<file path="config.mk">
export PLATFORM = sky130hd
export DESIGN_NAME = ordered_list_with_keyed_delete
export DESIGN_NICKNAME = d
export VERILOG_FILES = /design/src/rtl/olkd_pkg.sv /design/src/rtl/olkd_cell.sv /design/src/rtl/ordered_list_with_keyed_delete.sv
export SDC_FILE = /design/constraint.sdc
export NUM_CORES = 2
export LEC_CHECK = 0
export BUFFER_PORTS_ARGS = -buffer_cell sky130_fd_sc_hd__buf_2
export CORE_UTILIZATION = 50
export CTS_CLUSTER_SIZE = 12
export DETAILED_ROUTE_END_ITERATION = 16
export PLACE_DENSITY = 0.66
export RECOVER_POWER = 50
export SYNTH_ARGS = -nofsm -noshare
export SYNTH_HDL_FRONTEND = slang
export SYNTH_SLANG_ARGS = --single-unit
</file>
<file path="constraint.sdc">
create_clock -name clk_i -period 9.25 [get_ports clk_i]
set_clock_uncertainty 0.2 [all_clocks]
set_input_delay 1.85 -clock clk_i [delete_from_list [all_inputs] [get_ports clk_i]]
set_output_delay 1.85 -clock clk_i [all_outputs]
set_load 0.005 [all_outputs]
</file>
<file path="src/rtl/olkd_pkg.sv">
package olkd_pkg;

  localparam int CAPACITY = 16;
  localparam int CntW     = $clog2(CAPACITY + 1);
  localparam int IdxW     = (CAPACITY > 1) ? $clog2(CAPACITY) : 1;
  localparam int DataW    = 32;

  // command codes
  localparam logic [2:0] MODE_APPEND   = 3'd0;
  localparam logic [2:0] MODE_POP_HEAD = 3'd1;
  localparam logic [2:0] MODE_POP_TAIL = 3'd2;
  localparam logic [2:0] MODE_DEL_KEY  = 3'd3;
  localparam logic [2:0] MODE_DUMP     = 3'd4;

  // status codes
  localparam logic [1:0] STAT_OK        = 2'd0;
  localparam logic [1:0] STAT_EMPTY     = 2'd1;
  localparam logic [1:0] STAT_NOT_FOUND = 2'd2;
  localparam logic [1:0] STAT_FULL      = 2'd3;

  // per-cell update
  typedef enum logic [1:0] {
    CELL_HOLD,
    CELL_LOAD,
    CELL_TAKE_NEXT,
    CELL_TAKE_HEAD
  } cell_op_e;

endpackage

</file>
<file path="src/rtl/olkd_cell.sv">
module olkd_cell
  import olkd_pkg::*;
(
  input  logic             clk_i,
  input  cell_op_e         op_i,
  input  logic [DataW-1:0] load_data_i,
  input  logic [DataW-1:0] next_data_i,
  input  logic [DataW-1:0] head_data_i,
  input  logic [DataW-1:0] key_i,
  output logic [DataW-1:0] data_o,
  output logic             match_o
);

  logic [DataW-1:0] data_q;
  logic [DataW-1:0] data_d;

  always_comb begin
    case (op_i)
      CELL_LOAD:      data_d = load_data_i;
      CELL_TAKE_NEXT: data_d = next_data_i;
      CELL_TAKE_HEAD: data_d = head_data_i;
      default:        data_d = data_q;
    endcase
  end

  // payload only, no reset
  always_ff @(posedge clk_i) begin
    data_q <= data_d;
  end

  assign data_o  = data_q;
  assign match_o = (data_q == key_i);

endmodule

</file>
<file path="src/rtl/ordered_list_with_keyed_delete.sv">
// Ordered list of up to CAPACITY signed 32-bit entries held in a row of cells.
// Append, pop head/tail, key or dump on an empty list: result the next cycle, not busy.
// Remove by key otherwise: busy in the key state, result registered (match, shift).
// Dump of N entries: N results on consecutive cycles, registered from the dump state,
// busy in the dump state (one cell rotation per result). Results cannot be stalled.
// Reset (async, active low) empties the list; cell contents are not cleared.
module ordered_list_with_keyed_delete
  import olkd_pkg::*;
(
  input  logic               clk_i,
  input  logic               rst_ni,
  input  logic               start,
  output logic               busy,
  input  logic [2:0]         mode_i,
  input  logic signed [31:0] operand_value_i,
  output logic               result_valid_o,
  output logic [1:0]         status_o,
  output logic signed [31:0] entry_value_o,
  output logic               last_flag_o
);

  typedef enum logic [1:0] {
    ST_IDLE,
    ST_KEY,
    ST_DUMP
  } state_e;

  state_e              state_q, state_d;
  logic [CntW-1:0]     count_q, count_d;
  logic [CntW-1:0]     dump_idx_q, dump_idx_d;
  logic [CAPACITY-1:0] match_q, match_d;
  logic [DataW-1:0]    key_q, key_d;

  logic                valid_q, valid_d;
  logic [1:0]          status_q, status_d;
  logic [DataW-1:0]    value_q, value_d;
  logic                last_q, last_d;

  // cell row
  cell_op_e            cell_op   [CAPACITY];
  logic [DataW-1:0]    cell_data [CAPACITY];
  logic [CAPACITY-1:0] cell_match;
  logic [CAPACITY-1:0] occupied;

  logic                take;
  logic [CAPACITY-1:0] first_hit;
  logic [CAPACITY-1:0] shift_mask;

  assign take = start && !busy;
  assign busy = (state_q != ST_IDLE);

  for (genvar i = 0; i < CAPACITY; i++) begin : g_cell
    logic [DataW-1:0] next_data;

    if (i == CAPACITY - 1) begin : g_tail
      assign next_data = '0;
    end else begin : g_mid
      assign next_data = cell_data[i+1];
    end

    olkd_cell u_cell (
      .clk_i       (clk_i),
      .op_i        (cell_op[i]),
      .load_data_i (operand_value_i),
      .next_data_i (next_data),
      .head_data_i (cell_data[0]),
      .key_i       (operand_value_i),
      .data_o      (cell_data[i]),
      .match_o     (cell_match[i])
    );

    assign occupied[i] = (CntW'(i) < count_q);
  end

  // lowest matching cell, and every cell from it upward closes the gap
  assign first_hit  = match_q & (~match_q + CAPACITY'(1));
  assign shift_mask = ~(first_hit - CAPACITY'(1));

  always_comb begin
    state_d    = state_q;
    count_d    = count_q;
    dump_idx_d = dump_idx_q;
    match_d    = match_q;
    key_d      = key_q;
    valid_d    = 1'b0;
    status_d   = STAT_OK;
    value_d    = '0;
    last_d     = 1'b1;
    for (int i = 0; i < CAPACITY; i++) begin
      cell_op[i] = CELL_HOLD;
    end

    unique case (state_q)
      ST_IDLE: begin
        if (take) begin
          case (mode_i)
            MODE_APPEND: begin
              valid_d = 1'b1;
              if (count_q == CntW'(CAPACITY)) begin
                status_d = STAT_FULL;
              end else begin
                for (int i = 0; i < CAPACITY; i++) begin
                  if (CntW'(i) == count_q) cell_op[i] = CELL_LOAD;
                end
                count_d = count_q + CntW'(1);
              end
            end
            MODE_POP_HEAD: begin
              valid_d = 1'b1;
              if (count_q == '0) begin
                status_d = STAT_EMPTY;
              end else begin
                value_d = cell_data[0];
                for (int i = 0; i < CAPACITY - 1; i++) begin
                  cell_op[i] = CELL_TAKE_NEXT;
                end
                count_d = count_q - CntW'(1);
              end
            end
            MODE_POP_TAIL: begin
              valid_d = 1'b1;
              if (count_q == '0) begin
                status_d = STAT_EMPTY;
              end else begin
                value_d = cell_data[IdxW'(count_q - CntW'(1))];
                count_d = count_q - CntW'(1);
              end
            end
            MODE_DEL_KEY: begin
              if (count_q == '0) begin
                valid_d  = 1'b1;
                status_d = STAT_EMPTY;
              end else begin
                // compare all cells now, resolve the first hit next cycle
                match_d = cell_match & occupied;
                key_d   = operand_value_i;
                state_d = ST_KEY;
              end
            end
            MODE_DUMP: begin
              if (count_q == '0) begin
                valid_d  = 1'b1;
                status_d = STAT_EMPTY;
              end else begin
                dump_idx_d = '0;
                state_d    = ST_DUMP;
              end
            end
            default: ;  // unused codes: no result
          endcase
        end
      end

      ST_KEY: begin
        valid_d = 1'b1;
        state_d = ST_IDLE;
        if (match_q == '0) begin
          status_d = STAT_NOT_FOUND;
        end else begin
          value_d = key_q;  // the removed entry equals the key
          for (int i = 0; i < CAPACITY - 1; i++) begin
            if (shift_mask[i]) cell_op[i] = CELL_TAKE_NEXT;
          end
          count_d = count_q - CntW'(1);
        end
      end

      ST_DUMP: begin
        // emit the head, rotate the occupied cells by one
        valid_d = 1'b1;
        value_d = cell_data[0];
        for (int i = 0; i < CAPACITY; i++) begin
          if (CntW'(i + 1) < count_q)  cell_op[i] = CELL_TAKE_NEXT;
          if (CntW'(i + 1) == count_q) cell_op[i] = CELL_TAKE_HEAD;
        end
        last_d     = ((dump_idx_q + CntW'(1)) == count_q);
        dump_idx_d = dump_idx_q + CntW'(1);
        if (last_d) state_d = ST_IDLE;
      end

      default: state_d = ST_IDLE;
    endcase
  end

  always_ff @(posedge clk_i or negedge rst_ni) begin
    if (!rst_ni) begin
      state_q    <= ST_IDLE;
      count_q    <= '0;
      dump_idx_q <= '0;
      valid_q    <= 1'b0;
    end else begin
      state_q    <= state_d;
      count_q    <= count_d;
      dump_idx_q <= dump_idx_d;
      valid_q    <= valid_d;
    end
  end

  // result payload and search scratch, no reset
  always_ff @(posedge clk_i) begin
    match_q  <= match_d;
    key_q    <= key_d;
    status_q <= status_d;
    value_q  <= value_d;
    last_q   <= last_d;
  end

  assign result_valid_o = valid_q;
  assign status_o       = status_q;
  assign entry_value_o  = value_q;
  assign last_flag_o    = last_q;

`ifndef SYNTHESIS
  a_count_bound: assert property (@(posedge clk_i) disable iff (!rst_ni)
    count_q <= CntW'(CAPACITY))
    else $error("entry count above capacity");

  a_dump_emits: assert property (@(posedge clk_i) disable iff (!rst_ni)
    (state_q == ST_DUMP) |=> result_valid_o)
    else $error("dump cycle without a result");

  a_mid_dump_only: assert property (@(posedge clk_i) disable iff (!rst_ni)
    (result_valid_o && !last_flag_o) |-> (state_q == ST_DUMP))
    else $error("non-final result outside a dump");

  a_append_count: assert property (@(posedge clk_i) disable iff (!rst_ni)
    (take && mode_i == MODE_APPEND && count_q != CntW'(CAPACITY))
      |=> (count_q == $past(count_q) + CntW'(1)))
    else $error("append did not grow the list");
`endif

endmodule
</file>
==> results.md <==
* Via Count at 31.1k
* Filler instances at 6993
* Yosys reg bits at 608
* Antenna violations before repair at 0
* Setup Fix Bufs, Post-CTS at 0
* Share of the synthesized area in the top cell type at 0.415
* Startpoint Class: register
* Worst relative slew slack at -1.58
* PortBufs at 74
* Commonest cells in the netlist: edfxtp_1, mux2i_1, nor2_1, a21oi_1, xor2_1
* Outcome: finished with violations
* Final Util at 0.550
* Ys flop type: edfxtp_1
* Fin. Hold Viols at 0
* Post-synthesis adder-cell area fraction at 0.00340
* Post-synth EDFFs at 560
* Clk_lat worst skew at 0.63 ns
* Simple-gate share of the synthesized area at 0.0830
* Share of layout cells above drive strength 1 at 0.162
* Row cnt at 104
* Final Max Tran Viols at 1490
* Total iterations of the first detailed-routing run at 6
* Synth Area in Compound Gates at 0.0962
* Main combinational cell family by area after synthesis: multiplexers
* F_max at 150 MHz
* # hold bufs at CTS at 0
* Synthesized area per cell at 11.0 sq um
* Lkg Pwr at 15.8 nW
* Tcrit/Tclk final at 0.719
* Area contributors post-synth: edfxtp_1, mux2i_1, mux4_2
* XOR/XNOR share of the synthesized area at 0.113
* Synth warn at 0
* Max Cap Viol at 39
* Routed wire length per instance at 31.2 um
* Power per cell area at 432 nW/um^2
* Global route overflow at 0
* Total negative slack at 0 ns
* Ys async rst share at 0.0214
* CORE AREA at 80400 sq um
* Syn_nets at 3723
* Worst Path Required at 9.27 ns
* Clk sinks at 608
* Initial Utilization at 0.504
* Register area share after synthesis at 0.440
* Crit. End Element: register
* Setup violators final at 0
* First-pass GRT wire length at 209 mm
* Starting DRC count in detailed routing at 4437
* Global Route Usage Sum at 0.349
* Hold_ws at 0.272 ns
* CTS clk-pin slew, worst paths at 0.06 ns
* Die width at 287 um
* CTS tree: done
* Unrepaired setup endpoints after global routing: no
* Area grow syn2layout at 9.03%
* Cell variety after synth at 74
* Finished Cell Area at 44200 sq um
* Mapped Area at 40500 sq um
* Failing checks: capacitance limit, slew limit
* Post-cts resize count at 0
* CTS H-tree depth at 3
* Post-DRT Antenna Nets at 0
* Die Ht at 287 um
* Multi-input gate area at 21500 sq um
* Tightest Pin Transition at 3.86 ns
* Worst IR Drop VDD at 0.000240 V
* Max FO, Critical Path at 64
* Maximum root-to-sink buffer count at 3
* DR vias/cell at 6.70
* Tmin final at 6.65 ns
* Cell taking the most area after synthesis: edfxtp_1
* Final wirelength at 145 mm
* Post-synthesis mux area share at 0.222
* Vias in the first global route at 29.2k
* HPWL after DPL at 102 mm
* # DRC at 0
* Worst min-delay path category: reg2reg
* Arr. time, crit path at 6.66 ns
* Sequential cell area at 17800 sq um
* Total Power at 19.1 mW
* Gp weighted congestion at 0.955
* Largest net degree at the start of global routing at 66
* Total I/O pin count at 75
* CTS Buf Count at 73
* Final nets at 3573
* Top-count cell post-synth: edfxtp_1
* Gate Count Post-Synth at 3674
* Total die area at 82200 sq um
* Root buf cell: clkbuf_16
* Setup Crit Path Kind: reg2reg
* Placed inst area at 42000 sq um
[critical path, stage by stage, from the launching register on]
cell	delay, ns
dfrtp_1	0.97
inv_1	0.28
ha_1	0.48
or4b_1	0.43
nand3_2	0.10
clkbuf_1	0.85
a31oi_4	0.38
clkbuf_1	2.23
a21oi_1	0.27
[flip-flops by register name (all words and copies together) (netlist names)]
signal,cells
status_o,2
entry_value_o,32
g_cell.u_cell.data_o,512
last_flag_o,1
dump_idx_q,5
count_q,5
key_q,32
result_valid_o,1
match_q,16
state_q,2
[metal layers]
| layer | vias up | track usage | share of wire |
|---|---|---|---|
| met5 | - | 0 | 0 |
| met2 | 2129 | 0.527 | 0.45 |
| li1 | 13300 | - | - |
| met1 | 15300 | 0.474 | 0.38 |
| met4 | 0 | 0.205 | 0.069 |
| met3 | 376 | 0.0560 | 0.10 |
[final timing paths]
path	start	to	slack (ns)	cells past startpoint
max	count_q[1]	g_cell[12].u_cell.data_o[4]	2.60	8
max reg2reg	count_q[1]	g_cell[12].u_cell.data_o[4]	2.60	8
min reg2reg	key_q[23]	entry_value_o[23]	0.27	1
min in group asynchronous	rst_ni	count_q[2]	1.05	1
max in group asynchronous	rst_ni	count_q[0]	7.25	1
min	key_q[23]	entry_value_o[23]	0.27	1
[power by group]
| part | internal (mW) | total (mW) | switching (mW) |
|---|---|---|---|
| clock | 1.74 | 2.97 | 1.23 |
| sequential | 5.08 | 6.54 | 1.46 |
| combinational | 3.68 | 9.59 | 5.91 |
[placed cells by master (no fill, tap or decap), types with 13 or more instances in the layout]
cell and instances:
edfxtp_1 560, mux2i_1 424, nor2_1 397, a21oi_1 393
xor2_1 284, xnor2_1 236, mux4_2 128, mux2_2 125
nand2_1 90, nor4_1 87, clkbuf_1 84, buf_4 80
clkbuf_16 79, nand4_1 66, buf_2 54, o21ai_0 49
a31oi_1 36, a22o_1 36, o22ai_1 35, dfxtp_1 35
a221o_1 33, nand3_1 30, mux2_4 29, inv_1 15
nor3_1 13
[logic make-up (layout without fill, tap and decap cells)]
kind of cell    count (synthesis)  after routing
xor+xnor                      521            521
compound gates                655            655
other cells                     0              1
fa+ha+maj                      11             11
buf+inv                       433            343
mux                           709            709
simple gates                  737            737
flops                         608            608
[through the flow]
step	std cells	worst slack [ns]
floorplan	3674	3.63
global placement	4509	4.07
detailed placement	4509	4.04
CTS	4644	4.60
global route	4644	2.30
finish	4645	2.60
[layout make-up]
| class | count | share of cell area |
|---|---|---|
| Clock inverter | 19 | 0.00385 |
| Antenna cell | 1 | 0.0000566 |
| Timing Repair Buffer | 193 | 0.0247 |
| Clock buffer | 116 | 0.0506 |
| Multi-Input combinational cell | 2633 | 0.486 |
| Tap cell | 1060 | 0.0300 |
| Inverter | 15 | 0.00127 |
| Sequential cell | 608 | 0.404 |
(Power assumes the default switching activity.)
